[config.mk]
export PLATFORM = sky130hd
export DESIGN_NAME = indexed_node_set_unit
export DESIGN_NICKNAME = d
export VERILOG_FILES = /design/src/design/ins_pkg.sv /design/src/design/ins_store.sv /design/src/design/indexed_node_set_unit.sv
export SDC_FILE = /design/constraint.sdc
export NUM_CORES = 2
export LEC_CHECK = 0
export BUFFER_PORTS_ARGS = -buffer_cell sky130_fd_sc_hd__buf_2
export CAP_MARGIN = 20
export CORE_MARGIN = 1
export CORE_UTILIZATION = 65
export CTS_CLUSTER_SIZE = 14
export DETAILED_ROUTE_END_ITERATION = 10
export PLACE_DENSITY = 0.93
export SLEW_MARGIN = 40
export SYNTH_ARGS = -nofsm -noshare
export SYNTH_HDL_FRONTEND = slang
export SYNTH_SLANG_ARGS = --single-unit
export TNS_END_PERCENT = 1
[constraint.sdc]
create_clock -name clk -period 38.4 [get_ports clk]
set_input_delay 5.76 -clock clk [delete_from_list [all_inputs] [get_ports clk]]
set_output_delay 5.76 -clock clk [all_outputs]
set_load 0.01 [all_outputs]
[src/design/ins_pkg.sv]
`default_nettype none

package ins_pkg;

  localparam int SLOT_COUNT = 256;
  localparam int SLOT_W     = 8;
  localparam int NODE_W     = 8;
  localparam int SIZE_W     = 9;
  localparam int KIND_W     = 2;

  localparam logic [KIND_W-1:0] KIND_ADD    = 2'd0;
  localparam logic [KIND_W-1:0] KIND_REMOVE = 2'd1;
  localparam logic [KIND_W-1:0] KIND_REPOS  = 2'd2;
  localparam logic [KIND_W-1:0] KIND_READ   = 2'd3;

  typedef struct packed {
    logic              rd_en;
    logic [SLOT_W-1:0] list_raddr;
    logic [NODE_W-1:0] slot_raddr;
    logic              list_we;
    logic [SLOT_W-1:0] list_waddr;
    logic [NODE_W-1:0] list_wdata;
    logic              slot_we;
    logic [NODE_W-1:0] slot_waddr;
    logic [SLOT_W-1:0] slot_wdata;
  } store_req_t;

endpackage

`default_nettype wire

[src/design/ins_store.sv]
`default_nettype none

// Dense member list and slot-of-node table, one write and one read port each.
// Read data is registered and only changes when a read is issued, so it stays
// available for as many cycles as the controller needs it.
module ins_store (
  input  wire logic                        clk,
  input  wire ins_pkg::store_req_t         req,
  output logic [ins_pkg::NODE_W-1:0]       list_rdata,
  output logic [ins_pkg::SLOT_W-1:0]       slot_rdata
);

  logic [ins_pkg::NODE_W-1:0] list_mem [ins_pkg::SLOT_COUNT];
  logic [ins_pkg::SLOT_W-1:0] slot_mem [ins_pkg::SLOT_COUNT];

  always_ff @(posedge clk) begin
    if (req.list_we) begin
      list_mem[req.list_waddr] <= req.list_wdata;
    end
    if (req.rd_en) begin
      list_rdata <= list_mem[req.list_raddr];
    end
  end

  always_ff @(posedge clk) begin
    if (req.slot_we) begin
      slot_mem[req.slot_waddr] <= req.slot_wdata;
    end
    if (req.rd_en) begin
      slot_rdata <= slot_mem[req.slot_raddr];
    end
  end

endmodule

`default_nettype wire

[src/design/indexed_node_set_unit.sv]
`default_nettype none

// Channel   Direction  Payload
// s_axis    in         tdata: node[7:0], position[15:8]; tuser: kind[1:0]
// m_axis    out        tdata: node_at_position[7:0], set_size[16:8]; tuser: ok[0]
// cfg       in         data: capacity_limit[8:0]
//
// An item is taken in the idle state; the member list and slot table are read
// at that edge; the decide state then decides, writes back and loads the result.
// A reposition that succeeds adds a swap state after the decide state, since it
// writes each memory twice through a single write port.
// The result register frees the input side: a new item is taken while a result
// waits. The decide cycle holds only while the result register is still full.
// Synchronous reset clears the membership bits and size; capacity goes to 256.
module indexed_node_set_unit #(
  parameter int NODE_COUNT = 256
) (
  input  wire logic        clk,
  input  wire logic        rst,
  input  wire logic        s_axis_tvalid,
  output logic             s_axis_tready,
  input  wire logic [15:0] s_axis_tdata,   // node[7:0], position[15:8]
  input  wire logic [1:0]  s_axis_tuser,   // kind[1:0]
  output logic             m_axis_tvalid,
  input  wire logic        m_axis_tready,
  output logic [23:0]      m_axis_tdata,   // node_at_position[7:0], set_size[16:8]
  output logic [0:0]       m_axis_tuser,   // ok[0]
  input  wire logic        cfg_valid,
  output logic             cfg_ready,
  input  wire logic [8:0]  cfg_data
);

  localparam logic [1:0] S_IDLE = 2'd0;
  localparam logic [1:0] S_EXEC = 2'd1;
  localparam logic [1:0] S_SWAP = 2'd2;

  logic [1:0]                   state;
  logic [1:0]                   state_next;
  logic [ins_pkg::KIND_W-1:0]   kind;
  logic [ins_pkg::NODE_W-1:0]   node;
  logic [ins_pkg::SLOT_W-1:0]   position;
  logic [ins_pkg::SIZE_W-1:0]   count;
  logic [ins_pkg::SIZE_W-1:0]   count_next;
  logic [ins_pkg::SIZE_W-1:0]   capacity;
  logic [ins_pkg::SLOT_COUNT-1:0] is_member;
  logic                         member_set;
  logic                         member_clr;

  logic                         out_valid;
  logic                         out_ok;
  logic [ins_pkg::NODE_W-1:0]   out_node;
  logic [ins_pkg::SIZE_W-1:0]   out_size;

  ins_pkg::store_req_t          req;
  logic [ins_pkg::NODE_W-1:0]   list_rdata;
  logic [ins_pkg::SLOT_W-1:0]   slot_rdata;

  logic in_accept;
  logic go;
  logic in_range;
  logic present;
  logic pos_ok;
  logic res_ok;
  logic [ins_pkg::NODE_W-1:0] res_node;

  assign s_axis_tready = (state == S_IDLE) && !rst;
  assign in_accept     = s_axis_tvalid && s_axis_tready;
  assign cfg_ready     = !rst;
  assign go            = !out_valid || m_axis_tready;

  assign in_range = (32'(node) < 32'(NODE_COUNT));
  assign present  = in_range && is_member[node];
  assign pos_ok   = ({1'b0, position} < count);

  ins_store u_store (
    .clk        (clk),
    .req        (req),
    .list_rdata (list_rdata),
    .slot_rdata (slot_rdata)
  );

  always_comb begin
    req            = '0;
    req.rd_en      = in_accept;
    req.slot_raddr = s_axis_tdata[7:0];
    // Remove reads the last member; reposition and read read the given slot.
    if (s_axis_tuser == ins_pkg::KIND_REMOVE) begin
      req.list_raddr = 8'(count - 9'd1);
    end else begin
      req.list_raddr = s_axis_tdata[15:8];
    end

    state_next = state;
    count_next = count;
    member_set = 1'b0;
    member_clr = 1'b0;
    res_ok     = 1'b0;
    res_node   = '0;

    unique case (state)
      S_IDLE: begin
        if (in_accept) begin
          state_next = S_EXEC;
        end
      end
      S_EXEC: begin
        if (go) begin
          state_next = S_IDLE;
          unique case (kind)
            ins_pkg::KIND_ADD: begin
              res_ok = (count < capacity) && (count < 9'd256) && in_range &&
                       !is_member[node];
              if (res_ok) begin
                req.list_we    = 1'b1;
                req.list_waddr = count[7:0];
                req.list_wdata = node;
                req.slot_we    = 1'b1;
                req.slot_waddr = node;
                req.slot_wdata = count[7:0];
                member_set     = 1'b1;
                count_next     = count + 9'd1;
              end
            end
            ins_pkg::KIND_REMOVE: begin
              res_ok = present;
              if (res_ok) begin
                // The last member moves into the freed slot.
                req.list_we    = 1'b1;
                req.list_waddr = slot_rdata;
                req.list_wdata = list_rdata;
                req.slot_we    = 1'b1;
                req.slot_waddr = list_rdata;
                req.slot_wdata = slot_rdata;
                member_clr     = 1'b1;
                count_next     = count - 9'd1;
              end
            end
            ins_pkg::KIND_REPOS: begin
              res_ok = present && pos_ok;
              if (res_ok) begin
                req.list_we    = 1'b1;
                req.list_waddr = position;
                req.list_wdata = node;
                req.slot_we    = 1'b1;
                req.slot_waddr = node;
                req.slot_wdata = position;
                state_next     = S_SWAP;
              end
            end
            ins_pkg::KIND_READ: begin
              res_ok = pos_ok;
              if (res_ok) begin
                res_node = list_rdata;
              end
            end
            default: begin
              res_ok = 1'b0;
            end
          endcase
        end
      end
      S_SWAP: begin
        // The displaced member takes the old slot of the moved node.
        req.list_we    = 1'b1;
        req.list_waddr = slot_rdata;
        req.list_wdata = list_rdata;
        req.slot_we    = 1'b1;
        req.slot_waddr = list_rdata;
        req.slot_wdata = slot_rdata;
        state_next     = S_IDLE;
      end
      default: begin
        state_next = S_IDLE;
      end
    endcase
  end

  always_ff @(posedge clk) begin
    if (in_accept) begin
      kind     <= s_axis_tuser;
      node     <= s_axis_tdata[7:0];
      position <= s_axis_tdata[15:8];
    end
    if (state == S_EXEC && go) begin
      out_ok   <= res_ok;
      out_node <= res_node;
      out_size <= count_next;
    end
  end

  always_ff @(posedge clk) begin
    if (rst) begin
      state     <= S_IDLE;
      count     <= '0;
      capacity  <= 9'd256;
      is_member <= '0;
      out_valid <= 1'b0;
    end else begin
      state <= state_next;
      count <= count_next;
      if (cfg_valid && cfg_ready) begin
        capacity <= cfg_data;
      end
      if (member_set) begin
        is_member[node] <= 1'b1;
      end
      if (member_clr) begin
        is_member[node] <= 1'b0;
      end
      if (state == S_EXEC && go) begin
        out_valid <= 1'b1;
      end else if (m_axis_tready) begin
        out_valid <= 1'b0;
      end
    end
  end

  assign m_axis_tvalid = out_valid;
  assign m_axis_tdata  = {7'd0, out_size, out_node};
  assign m_axis_tuser  = out_ok;

  a_count_bound: assert property (@(posedge clk) disable iff (rst)
    count <= 9'd256)
    else $error("member count above the slot count");

  a_swap_after_exec: assert property (@(posedge clk) disable iff (rst)
    (state == S_SWAP) |-> ($past(state) == S_EXEC))
    else $error("swap cycle not preceded by a decide cycle");

  a_result_from_exec: assert property (@(posedge clk) disable iff (rst)
    (!$past(rst) && $rose(out_valid)) |-> ($past(state) == S_EXEC))
    else $error("result loaded outside the decide cycle");

  a_count_only_in_exec: assert property (@(posedge clk) disable iff (rst)
    (!$past(rst) && (count != $past(count))) |-> ($past(state) == S_EXEC))
    else $error("member count changed outside the decide cycle");

  a_size_matches: assert property (@(posedge clk) disable iff (rst)
    (!$past(rst) && $rose(out_valid)) |-> (out_size == count))
    else $error("reported size differs from the member count");

endmodule

`default_nettype wire

==> run_results.csv, run 1 <==
group,metric,value,unit
outcome,outcome,"did not finish",
outcome,stop_stage,"global routing (5_1_grt)",
outcome,firstError,"[ERROR GRT-0232] Routing congestion too high. Check the congestion heatmap in the GUI.",
placed_design,io_buffers,52,
cts,post_cts_resized,0,
synthesis,yosys.area.top_type,"edfxtp_1",
synthesis,synth.area.top_cells,"edfxtp_1 (71%), mux4_2 (16%), dfxtp_1 (3.2%)",
synthesis,synthCells,8652,
floorplan,row_count,190,
synthesis,synthTopCellsByCount,"edfxtp_1 (4148), mux4_2 (1213), nor2_1 (550), a211oi_1 (487), clkbuf_1 (434)",
floorplan,die_y,521,µm
synthesis,yosys_warnings,0,
cts,postCtsSetupRepairBufs,0,
global_route,grt_overflow,102,
global_route,antenna_found_initial,262,
synthesis,synth_edf_count,4148,
synthesis,ys.flop_type,"edfxtp_1",
cts,cts-root-buf,"clkbuf_16",
global_route,grt_max_degree,209,
cts,htree_levels,5,
synthesis,async_reset_ff_frac,0,
floorplan,die_x,521,µm
floorplan,num_io_pins,60,
synthesis,synth_seq_cells,4425,
synthesis,synth_seq_area_share,0.744,
placed_design,dpl.hpwl,336000,µm
synthesis,synthesis.area,175000,µm²
synthesis,syn_avg_cell_area,20.2,µm²
placed_design,gp_congestion,0.914,
floorplan,start_util,0.653,
global_route,track_usage,0.611,
synthesis,yosys.area.top_type_share,0.713,
cts,clockBufferDepth,4,
synthesis,synth.most_common_cell,"edfxtp_1",
cts,cts_sinks,4425,
cts,cts_buffers,412,
cts,postCtsHoldBufs,0,
synthesis,synth_cell_type_count,93,
## per-stage QoR
stage | setup WS [ns] | cells | utilization | hold slack, ns | cell area [µm²]
after floorplan | 20.79 | 8658 | - | 0.460 | 175000
after global placement | 25.40 | 11800 | 0.668 | 0.483 | 179000
after detailed placement | 25.43 | 11800 | 0.671 | 0.496 | 180000
after CTS | 25.87 | 12600 | 0.721 | 0.517 | 193000
## layer usage
metal,GRT overflow,global-route usage
met2,47,0.777
met1,4,0.601
met5,0,0.199
met4,42,0.614
met3,9,0.460
## logic make-up after synthesis
kind of cell             Yosys count  synth area share
AO/OA/AOI/OAI                   1072            0.0406
XOR/XNOR                          11          0.000551
adder cells (fa/ha/maj)           21           0.00150
buffers and inverters            639            0.0150
flip-flops                      4425             0.744
multiplexers                    1468             0.171
other                              1         0.0000215
AND/OR/NAND/NOR                 1015            0.0270
==> inputs of run 2 (changes only) <==
CORE_UTILIZATION = 40   (was 65)
CTS_CLUSTER_SIZE = not set   (was 14)
PLACE_DENSITY = not set   (was 0.93)
PLACE_DENSITY_LB_ADDON = 0.15   (was not set)
==> run 2 against run 1 <==
Against the previous run: the flow now finishes without violations; synthesized area unchanged; synthesized cell count unchanged.
==> run_results.csv, run 2 <==
group,metric,value,unit
outcome,outcome,"completed",
global_route,first_global_vias,88100,
synthesis,async_reset_ff_frac,0,
route,routed_wl,464000,µm
synthesis,synth.most_common_cell,"edfxtp_1",
global_route,grt_pass1_wl,665000,µm
floorplan,die_y,663,µm
route,ant_nets,0,
power,peakVddDrop,0.0000422,V
synthesis,yosys_warnings,0,
route,drt_iter0_drc,8514,
setup_path,critPathKind,"input port to output port",
power,leakage,55.0,nW
hold_path,min_from,"capacity[0]",
setup_path,worstPathCellList,"buf_8, inv_1, buf_2",
route,num_vias,86600,
synthesis,synth_edf_count,4148,
setup_path,critPathSlowestCell,"buf_8",
finish,nets,8887,
cts,cts_buffers,455,
cts,post_cts_resized,0,
timing,relSlewSlack,0.396,
global_route,antenna_found_initial,22,
setup_path,arrival,6.86,ns
finish,reg.largest.list,"u_store.list_mem: 2048 flops, u_store.slot_mem: 2048 flops, is_member: 256 flops",
cts,cts.clk_slew.worst_paths,0.06,ns
floorplan,die_x,663,µm
timing,hold_viol,0,
global_route,grt_overflow,0,
cts,cts_tree,"built",
finish,register_area,130000,µm²
hold_path,hp-class,"flip-flop to flip-flop",
timing,period_needed,12.62,ns
synthesis,synth_cell_type_count,93,
placed_design,gp_congestion,0.836,
global_route,track_usage,0.208,
placed_design,io_buffers,52,
setup_path,critical_path_required,32.64,ns
cts,clk_latency,1.01,ns
finish,layout-drive-gt1-share,0.282,
finish,num-fill-cells,36500,
run,maxCapViolations,0,
route,via_per_inst,5.79,
floorplan,core_area,435000,µm²
setup_path,r2r-start,"node[0]",
timing,setup_viol,0,
finish,final_common_cell,"edfxtp_1",
floorplan,row_count,242,
synthesis,synthTopCellsByCount,"edfxtp_1 (4148), mux4_2 (1213), nor2_1 (550), a211oi_1 (487), clkbuf_1 (434)",
hold_path,hold_end,"capacity[0]",
finish,area_delta_synth_final,13.7,%
setup_path,ff2ff_setup_slack,30.07,ns
route,drc_errors,0,
synthesis,synthCells,8652,
setup_path,reg2reg_to,"u_store.list_mem[234][0]",
route,wl_per_cell,31.0,µm
finish,layout_common_cells,"edfxtp_1 (4148), mux4_2 (1213), a211oi_1 (487)",
setup_path,critPathMaxFanout,96,
setup_path,cpPeakStageDelay,0.41,ns
timing,fmax,0.0792,GHz
cts,postCtsHoldBufs,0,
placed_design,dpl.hpwl,281000,µm
cts,cts_sinks,4425,
power,cellPowerDensity,50.8,nW/µm²
setup_path,crit_path_end_kind,"output port",
timing,drv_slew,0,
hold_path,hold_depth,2,
floorplan,dieArea,440000,µm²
synthesis,syn_avg_cell_area,20.2,µm²
global_route,grt_max_degree,189,
timing,rsz0062_at_grt,"false",
finish,final_util,0.457,
cts,clockBufferDepth,4,
floorplan,start_util,0.402,
cts,postCtsSetupRepairBufs,0,
cts,htree_levels,5,
synthesis,yosys.area.top_type,"edfxtp_1",
finish,multi_input_area,43400,µm²
timing,period_share,0.329,
setup_path,start_kind,"input port",
synthesis,synthesis.area,175000,µm²
synthesis,ys.flop_type,"edfxtp_1",
synthesis,synth.area.top_cells,"edfxtp_1 (71%), mux4_2 (16%), dfxtp_1 (3.2%)",
floorplan,num_io_pins,60,
synthesis,synth_seq_cells,4425,
route,drt_first_pass_iters,6,
timing,tightest_slew,0.906,ns
timing,finClkSkew,0.0740,ns
synthesis,synth_seq_area_share,0.744,
cts,cts-root-buf,"clkbuf_16",
synthesis,yosys.area.top_type_share,0.713,
setup_path,ff2ff_path_depth,18,
timing,tns,0,ns
==> run 2: cell counts after synthesis <==
Identical to the previous run, type by type.
==> run 2: layout make-up <==
cell class,count,area share
antenna,9,0.000113
clock buffer,554,0.0598
clock inverter,295,0.0142
inverter,29,0.000674
multi-input combinational,3594,0.218
sequential,4425,0.655
tap,5734,0.0361
timing repair buffer,329,0.0160
==> run 2: through the flow <==
| stage | hold WS [ns] | worst slack [ns] | cell area [µm²] | std cells | total power [mW] |
|---|---|---|---|---|---|
| detailed placement | 0.495 | 25.77 | 183000 | 14100 | 5.82 |
| CTS | 0.510 | 25.77 | 198000 | 14900 | 10.2 |
| floorplan | 0.460 | 20.79 | 175000 | 8658 | 5.65 |
| global placement | 0.486 | 25.24 | 182000 | 14100 | 5.82 |
| global route | 0.532 | 25.69 | 199000 | 15000 | 10.4 |
| finish | 0.507 | 25.78 | 199000 | 15000 | 10.1 |
==> run 2: power by group <==
part | internal (mW) | leakage, nW | total (mW) | switching (mW)
registers | 5.21 | 35.2 | 5.22 | 0.00962
clock network | 2.50 | 7.22 | 4.37 | 1.88
logic | 0.192 | 12.5 | 0.495 | 0.303
total | 7.90 | 55.0 | 10.1 | 2.19
==> run 2: logic make-up after synthesis <==
kind of cell	count (synthesis)	synth area share
buffers and inverters	639	0.0150
XOR/XNOR	11	0.000551
AND/OR/NAND/NOR	1015	0.0270
multiplexers	1468	0.171
adder cells (fa/ha/maj)	21	0.00150
other	1	0.0000215
AO/OA/AOI/OAI	1072	0.0406
flip-flops	4425	0.744
==> run 2: critical path, delay by kind of cell <==
family	cells	cell delay, ns
buf+inv	3	1.01
==> run 2: worst max path at each step <==
| stage | startpoint | to | slack, ns |
|---|---|---|---|
| floorplan | m_axis_tready | u_store.list_mem[240][0] | 20.79 |
| global placement | s_axis_tuser[1] | u_store.list_rdata[5] | 25.24 |
| detailed placement | rst | cfg_ready | 25.77 |
| CTS | rst | cfg_ready | 25.77 |
| global route | rst | cfg_ready | 25.69 |
| finish | rst | cfg_ready | 25.78 |
==> run 2: routing by layer <==
metal | vias up | share of wire | track usage
met5 | - | 0 | 0
met4 | 0 | 0.030 | 0.0569
met3 | 653 | 0.056 | 0.0294
met2 | 2746 | 0.49 | 0.340
met1 | 46700 | 0.43 | 0.293
li1 | 36500 | - | -
No activity file was read; power rests on OpenSTA's default activity.
